$ cat src/hdl/efr_pkg.sv
// ----------------------------------------------------------------------------
// Escaped frame receiver package
// Byte codes, result kinds and widths shared by the frame receiver.
// ----------------------------------------------------------------------------
`default_nettype none

package efr_pkg;

  localparam int unsigned ByteW = 8;
  localparam int unsigned LenW  = 16;
  localparam int unsigned KindW = 2;

  typedef logic [ByteW-1:0] byte_t;
  typedef logic [LenW-1:0]  len_t;
  typedef logic [KindW-1:0] kind_t;

  localparam byte_t StartByte  = 8'h7E;
  localparam byte_t EscapeByte = 8'h7D;
  localparam byte_t EscapeXor  = 8'h20;
  localparam byte_t SumBase    = 8'hFF;

  localparam kind_t KindData = 2'd0;
  localparam kind_t KindEnd  = 2'd1;
  localparam kind_t KindOob  = 2'd2;

endpackage

`default_nettype wire

$ cat src/hdl/escaped_frame_receiver.sv
// ----------------------------------------------------------------------------
// Escaped frame receiver
// Deframes start-delimited, length-prefixed, byte-escaped frames with an
// 8-bit sum check, one received byte per cycle unless the output stalls.
// ----------------------------------------------------------------------------
// Each byte's result passes through the input register and then the result
// register on its way to the outputs.
// Throughput: one byte per cycle unless out_stall_i holds the result slot,
// set by the single decode step between the input and result registers.
// Bytes that give no result (start, escape, length) only update frame state.
// Reset clears the frame state to idle and empties both registers.
`default_nettype none

module escaped_frame_receiver (
  input  wire                 clk_i,
  input  wire                 rst_ni,
  input  wire                 in_valid_i,
  output logic                in_stall_o,
  input  wire efr_pkg::byte_t rx_byte_i,
  output logic                out_valid_o,
  input  wire                 out_stall_i,
  output efr_pkg::kind_t      kind_o,
  output efr_pkg::byte_t      value_o,
  output logic                last_o,
  output logic                checksum_ok_o,
  output efr_pkg::len_t       frame_length_o
);
  import efr_pkg::*;

  localparam logic [2:0] PhIdle     = 3'd0;
  localparam logic [2:0] PhLenHi    = 3'd1;
  localparam logic [2:0] PhLenLo    = 3'd2;
  localparam logic [2:0] PhPayload  = 3'd3;
  localparam logic [2:0] PhChecksum = 3'd4;

  logic       in_v_q;
  byte_t      in_byte_q;
  logic       advance;
  logic       work;

  logic [2:0] phase_q, phase_d;
  logic       esc_q, esc_d;
  len_t       len_q, len_d;
  len_t       left_q, left_d;
  byte_t      sum_q, sum_d;

  logic       res_v;
  kind_t      res_kind;
  byte_t      res_value;
  logic       res_last;
  logic       res_ok;
  len_t       res_len;
  byte_t      data_b;
  logic       proceed;
  len_t       left_dec;

  logic       out_v_q;
  kind_t      kind_q;
  byte_t      value_q;
  logic       last_q;
  logic       ok_q;
  len_t       len_out_q;

  // The request in the input register moves on whenever the result slot
  // is free or being taken in this cycle.
  assign advance    = !out_v_q || !out_stall_i;
  assign work       = in_v_q && advance;
  assign in_stall_o = in_v_q && !advance;

  always_ff @(posedge clk_i or negedge rst_ni) begin
    if (!rst_ni) begin
      in_v_q <= 1'b0;
    end else if (!in_stall_o) begin
      in_v_q <= in_valid_i;
    end
  end

  always_ff @(posedge clk_i) begin
    if (!in_stall_o && in_valid_i) begin
      in_byte_q <= rx_byte_i;
    end
  end

  assign left_dec = left_q - len_t'(1);

  always_comb begin
    phase_d   = phase_q;
    esc_d     = esc_q;
    len_d     = len_q;
    left_d    = left_q;
    sum_d     = sum_q;
    res_v     = 1'b0;
    res_kind  = KindData;
    res_value = '0;
    res_last  = 1'b0;
    res_ok    = 1'b0;
    res_len   = '0;
    data_b    = in_byte_q;
    proceed   = 1'b0;

    if (phase_q == PhLenHi || phase_q == PhLenLo || phase_q == PhPayload ||
        phase_q == PhChecksum) begin
      if (esc_q) begin
        esc_d   = 1'b0;
        data_b  = in_byte_q ^ EscapeXor;
        proceed = 1'b1;
      end else if (in_byte_q == EscapeByte) begin
        esc_d = 1'b1;
      end else begin
        proceed = 1'b1;
      end
    end

    unique case (phase_q)
      PhLenHi: begin
        if (proceed) begin
          len_d   = {data_b, len_q[ByteW-1:0]};
          phase_d = PhLenLo;
        end
      end
      PhLenLo: begin
        if (proceed) begin
          len_d   = {len_q[LenW-1:ByteW], data_b};
          left_d  = {len_q[LenW-1:ByteW], data_b};
          phase_d = ({len_q[LenW-1:ByteW], data_b} == '0) ? PhChecksum : PhPayload;
        end
      end
      PhPayload: begin
        if (proceed) begin
          sum_d     = sum_q + data_b;
          left_d    = left_dec;
          phase_d   = (left_dec == '0) ? PhChecksum : PhPayload;
          res_v     = 1'b1;
          res_kind  = KindData;
          res_value = data_b;
        end
      end
      PhChecksum: begin
        if (proceed) begin
          res_v    = 1'b1;
          res_kind = KindEnd;
          res_last = 1'b1;
          res_ok   = ((SumBase - sum_q) == data_b);
          res_len  = len_q;
          phase_d  = PhIdle;
        end
      end
      default: begin
        esc_d = 1'b0;
        if (in_byte_q == StartByte) begin
          sum_d   = '0;
          len_d   = '0;
          left_d  = '0;
          phase_d = PhLenHi;
        end else begin
          phase_d   = PhIdle;
          res_v     = 1'b1;
          res_kind  = KindOob;
          res_value = in_byte_q;
        end
      end
    endcase
  end

  always_ff @(posedge clk_i or negedge rst_ni) begin
    if (!rst_ni) begin
      phase_q <= PhIdle;
      esc_q   <= 1'b0;
      len_q   <= '0;
      left_q  <= '0;
      sum_q   <= '0;
    end else if (work) begin
      phase_q <= phase_d;
      esc_q   <= esc_d;
      len_q   <= len_d;
      left_q  <= left_d;
      sum_q   <= sum_d;
    end
  end

  always_ff @(posedge clk_i or negedge rst_ni) begin
    if (!rst_ni) begin
      out_v_q <= 1'b0;
    end else if (advance) begin
      out_v_q <= work && res_v;
    end
  end

  always_ff @(posedge clk_i) begin
    if (work && res_v) begin
      kind_q    <= res_kind;
      value_q   <= res_value;
      last_q    <= res_last;
      ok_q      <= res_ok;
      len_out_q <= res_len;
    end
  end

  assign out_valid_o    = out_v_q;
  assign kind_o         = kind_q;
  assign value_o        = value_q;
  assign last_o         = last_q;
  assign checksum_ok_o  = ok_q;
  assign frame_length_o = len_out_q;

  // A payload phase always has at least one byte still to come.
  a_payload_left: assert property (@(posedge clk_i) disable iff (!rst_ni)
    phase_q == PhPayload |-> left_q != '0)
    else $error("payload phase with no bytes left");

  // The last flag marks exactly the frame end results.
  a_last_kind: assert property (@(posedge clk_i) disable iff (!rst_ni)
    out_v_q |-> (last_q == (kind_q == KindEnd)))
    else $error("last flag does not match result kind");

  // A frame end follows only from the checksum phase.
  a_end_from_checksum: assert property (@(posedge clk_i) disable iff (!rst_ni)
    (work && res_v && res_kind == KindEnd) |-> phase_q == PhChecksum)
    else $error("frame end outside checksum phase");

  // An escape flag is never held while idle.
  a_idle_no_escape: assert property (@(posedge clk_i) disable iff (!rst_ni)
    (work && phase_d == PhIdle) |=> !esc_q)
    else $error("escape pending while idle");

endmodule

`default_nettype wire
$ cat config.mk
export PLATFORM = sky130hd
export DESIGN_NAME = escaped_frame_receiver
export DESIGN_NICKNAME = d
export VERILOG_FILES = /design/src/hdl/efr_pkg.sv /design/src/hdl/escaped_frame_receiver.sv
export SDC_FILE = /design/constraint.sdc
export NUM_CORES = 1
export LEC_CHECK = 0
export BUFFER_PORTS_ARGS = -buffer_cell sky130_fd_sc_hd__buf_2
export CAP_MARGIN = 20
export CORE_MARGIN = 2
export CORE_UTILIZATION = 45
export CTS_CLUSTER_DIAMETER = 150
export DETAILED_ROUTE_END_ITERATION = 10
export GPL_ROUTABILITY_DRIVEN = 0
export GPL_TIMING_DRIVEN = 0
export MAX_ROUTING_LAYER = met4
export PLACE_DENSITY = 0.73
export SETUP_SLACK_MARGIN = 0.4
export SLEW_MARGIN = 15
export SYNTH_ARGS = -nofsm -noshare
export SYNTH_HDL_FRONTEND = slang
export SYNTH_SLANG_ARGS = --single-unit
$ cat constraint.sdc
create_clock -name clk_i -period 9.1 [get_ports clk_i]
set_input_delay 1.365 -clock clk_i [delete_from_list [all_inputs] [get_ports clk_i]]
set_output_delay 1.365 -clock clk_i [all_outputs]
set_load 0.02 [all_outputs]
Word level (Yosys, flattened, before mapping):

Index checks and enable logic that the tools add are counted.

* reductions and logical operators: 31
* bitwise logic cells: 6
* equal/unequal tests: 12
* add/sub/neg operators: 3
* muxes and demuxes: 36

Operators by type and width (count)
* $pmux 16 s3: 2
* $mux 16: 4
* $mux 8: 5
* $logic_not 16->1: 2
* $pmux 8 s2: 2
* $reduce_and 5->1: 4
* $mux 3: 6
* $eq 8x7->1 const B: 2
* $sub 16x1->16 const B: 1
* $mux 6: 2
* $pmux 3 s4: 1
* $mux 1: 11
* $add 8x8->8: 1
* $eq 8x8->1: 1
* $ne 2x2->1 const B: 4
* $sub 8x8->8 const A: 1
* $eq 3x2->1 const B: 2
* $not 1->1: 6
* $reduce_bool 2->1: 3
* $reduce_or 2->1: 3
* $reduce_or 3->1: 2
* $logic_and 1x1->1: 4
* $logic_not 1->1: 4
* $logic_or 1x1->1: 4
* other kinds (10): 11

* input port bits: 12
* register bits: 82

Logic depth before layout (Yosys ltp):

* word-level depth: 9
* depth in mapped cells: 9
* gate-level depth less buffers: 9

Worst setup path after synthesis:

Ideal clock, no wire load.

* kind: in2reg
* start: input out_stall_i
* end: register ok_q (netlist: checksum_ok_o), enable pin
* path buffers: 0
* data required time: 8.676 ns
* slack: 5.623 ns
* setup time: 0.424 ns
* arrival time: 3.053 ns
* cell stages on the path: 3
* path through: nand2_1 > nand2_1 > a21oi_1

* longest elaborated chain between the ends: 4

RTL lines
* start, declared: RTL line escaped_frame_receiver.sv:21 `input wire out_stall_i,`
* $logic_not 1->1: RTL line escaped_frame_receiver.sv:66 `assign advance = !out_v_q || !out_stall_i;`
* $logic_or 1x1->1: RTL line escaped_frame_receiver.sv:66
* $logic_and 1x1->1: RTL line escaped_frame_receiver.sv:67 `assign work = in_v_q && advance;`
* $logic_and 1x1->1: RTL line escaped_frame_receiver.sv:190 `if (work && res_v) begin`
* end signal, assigned: RTL line escaped_frame_receiver.sv:194 `ok_q <= res_ok;`
* end, declared: RTL line escaped_frame_receiver.sv:61 `logic ok_q;`

No other way between the ends.
A chain may end at the register's enable or synchronous reset.

Worst setup path in the final report:

* start: input out_stall_i
* end: output in_stall_o

* longest elaborated chain between the ends: 4

RTL lines
* $logic_not 1->1: RTL line escaped_frame_receiver.sv:66
* $logic_or 1x1->1: RTL line escaped_frame_receiver.sv:66
* $logic_not 1->1: RTL line escaped_frame_receiver.sv:68 `assign in_stall_o = in_v_q && !advance;`
* $logic_and 1x1->1: RTL line escaped_frame_receiver.sv:68
* end, declared: RTL line escaped_frame_receiver.sv:18 `output logic in_stall_o,`

No other way between the ends.

==> summary.md <==
| Metric | Value |
|---|---|
| Nets | 482 |
| Core Region | around 0.0092 sq mm |
| Slew @ Worst Pin | 0.8882 ns |
| Post-synth top area cell | dfrtp_1 |
| CTS resizes | 0 |
| Cell Count Post-Placement | 559 |
| Hold wc startpoint | sum_q[3] |
| Core Util, Final | 0.5320 |
| CP Data Required Time | 7.74 ns |
| Clk_lat worst skew | 0.36 ns |
| Crit path capture type | output pin |
| Die Width | 101.2 microns |
| Via-to-Cell Ratio | 6.014 |
| First DRT Iteration DRCs | ~260 |
| Layout area overhead | 14.97% |
| Top cells by area, synth | dfrtp_1, edfxtp_1, o21ai_0, nand2_1, and2_1 |
| # rows | 35 |
| TritonCTS clock tree | built |
| Critical Path Source | out_stall_i |
| Fin. Hold Viols | 0 |
| Worst-path clk slew | 0.08 ns |
| Worst R2R Path Depth | 7 |
| Starting Density | 0.4627 |
| Worst Clk Skew | between 0.007 and 0.008 ns |
| Router iterations before antenna repair | 7 |
| Area share of the largest cell type after synthesis | 0.2705 |
| Initial antenna violation count | 0 |
| Worst-case hold path end point | sum_q[3] |
| First-pass GRT wire length | around 16 mm |
| Power density over cell area | 329.3 mW/mm^2 |
| ANT nets after route | 0 |
| HPWL after DPL | 6.882 mm |
| Max cap viols | 0 |
| Post-synthesis mux area share | 0.02352 |
| Netlist cell types | 58 |
| Most used DFF post-synth | dfrtp_1 |
| Syn_area_per_cell | 10.48 sq um |
| Adder-cell share of the synthesized area | 0.03117 |
| Design area | 0.004892 sq mm |
| Maximum fanout along the worst path | 3 |
| Leakage | 2.049 nW |
| Rel. slew slack | 0.4033 |
| FF-to-FF End | left_q[3] |
| Post-CTS setup buffer count | 0 |
| Antenna diode count | 0 |
| Root Driver | clkbuf_8 |
| I/O pin count | 42 |
| Asr flop ratio synth | 0.5610 |
| DRC Markers | 0 |
| Mapped Area | 0.004255 sq mm |
| Register area share after synthesis | 0.5246 |
| Clock buffer depth | 2 |
| Largest net degree at the start of global routing | 47 |
| Final min period | 3.154 ns |
| Worst Setup Slack, final | 5.946 ns |
| Final period util | 0.3465 |
| Unrepaired setup endpoints after global routing | false |
| DP Area | 0.004638 sq mm |
| # H-tree levels | 3 |
| IO Port Bufs | just over 40 |
| VDD IR max | 0.0001426 V |
| Clock buffer count from CTS | 9 |
| Post-Synth Simple-Gate Area | 0.1802 |
| Final cell count without fillers | 576 |
| Kind of critical path | input pin to output pin |
| GRT Util Overall | 0.2129 |
| Synth Area in XOR/XNOR | 0.01852 |
| Synthesis-stage register bit count | 82 |
| Post-synthesis net count | 428 |
| FF-to-FF setup slack | 6.16 ns |
| Number of synthesized flops with an enable pin | 36 |
| Worst hold path class | register to register |
| Via Count | 3464 |
| Combinational family with the most area after synthesis | compound AO/OA/AOI/OAI gates |
| Worst EP arrival | around 1.8 ns |
| Crit Reg-Reg Startpoint | in_byte_q[7] |
| Hold buffer count at CTS | 0 |
| Hold depth | 2 |
| Clock sinks | 82 |
| Post-Syn Instances | 406 |
| Final setup fails | 0 |
| Max Freq | ~0.32 GHz |
| Post-Route WL | 10.06 mm |
| Outcome | complete, no violations |
| Final Max Slew Viols | 0 |
| Worst slack, placed | approximately 5.9 ns |
| Die area | 0.01025 sq mm |
| Layout cell share with drive strength beyond 1 | 0.1613 |
| TNS Setup | 0 ns |
| Die Y | between 100 and 150 microns |
| Yosys warns | 0 |
| Overflow after GRT | 0 |
| Compound-Gate Fraction of Synth Area | 0.1814 |
| Startpoint types | input pin |
| Vias in the first global route | about 3200 |
| Wire length per cell | 17.46 microns |
Yosys cell counts, types with 4 or more instances:
cell type,n
inv_1,21
a22o_1,10
nand2_1,31
nor3_1,15
nor2b_1,6
clkbuf_1,13
nand3_1,4
a31oi_1,5
edfxtp_1,36
and2_1,18
a21o_1,8
xnor2_1,7
buf_6,4
a22oi_1,7
a21oi_1,17
ha_1,9
nand4_1,8
o21ai_0,29
nor2_1,28
mux2i_1,10
a32oi_1,4
dfrtp_1,46
o31ai_1,4
and3_1,9
o21ai_1,8
nor4_1,5
registers in the layout, summed over array words and instances, names as in the netlist:
register and cells:
out_valid_o 1, len_q 16, value_o 8, checksum_ok_o 1, sum_q 8, last_o 1
esc_q 1, phase_q 3, in_v_q 1, in_byte_q 8, left_q 16, kind_o 2
frame_length_o 16
cells by family after synthesis:
family          count (synthesis)
xor+xnor                        9
buf+inv                        38
simple gates                  143
flops                          82
mux                            10
compound gates                114
fa+ha+maj                      10
layer usage:
metal	GRT usage	share of wire
met4	0.08628	0.029
met5	-	0
met1	0.2835	0.43
met3	0.04072	0.077
met2	0.3214	0.47
placed cells by master (no fill, tap or decap), types with 14 or more instances in the layout:
cell	count
dfrtp_1	46
edfxtp_1	36
o21ai_0	29
nor2_1	28
a21oi_1	16
nand2_1	31
and2_1	18
nor3_1	15
buf_2	41
clkbuf_1	14
inv_1	21
area by class of cell:
class,count,area (sq um)
multi-input combinational,286,1862
clock inverter,5,85.08
inverter,21,78.83
buffer,17,93.84
sequential,82,2232
fill,804,4304
tap,111,138.9
timing repair buffer,43,260.3
clock buffer,11,141.4
where the power goes:
part	switching (W)	internal (W)
Clock	0.000135	0.000164
Combinational	0.000434	0.000262
Sequential	0.0000936	0.000523
critical path, cell delays in order:
cell and delay, ns:
buf_2 0.10, nand3_1 0.11, inv_1 0.07, buf_2 0.15
through the flow:
step	total power [W]	hold WS (ns)
final	0.001611	0.4936
after floorplan	0.001103	0.4551
after CTS	0.001606	0.4990
after global placement	0.001267	0.4702
after global routing	0.001719	0.5231
after detailed placement	0.001303	0.4790
worst max-delay path by stage:
stage                        end  depth (start not counted)
6_report              in_stall_o                          4
5_1_grt               in_stall_o                          4
2_1_floorplan      checksum_ok_o                          3
3_3_place_gp   frame_length_o[9]                          4
4_1_cts               in_stall_o                          4
3_5_place_dp          in_stall_o                          4
Power figures use the tool's default switching activity.
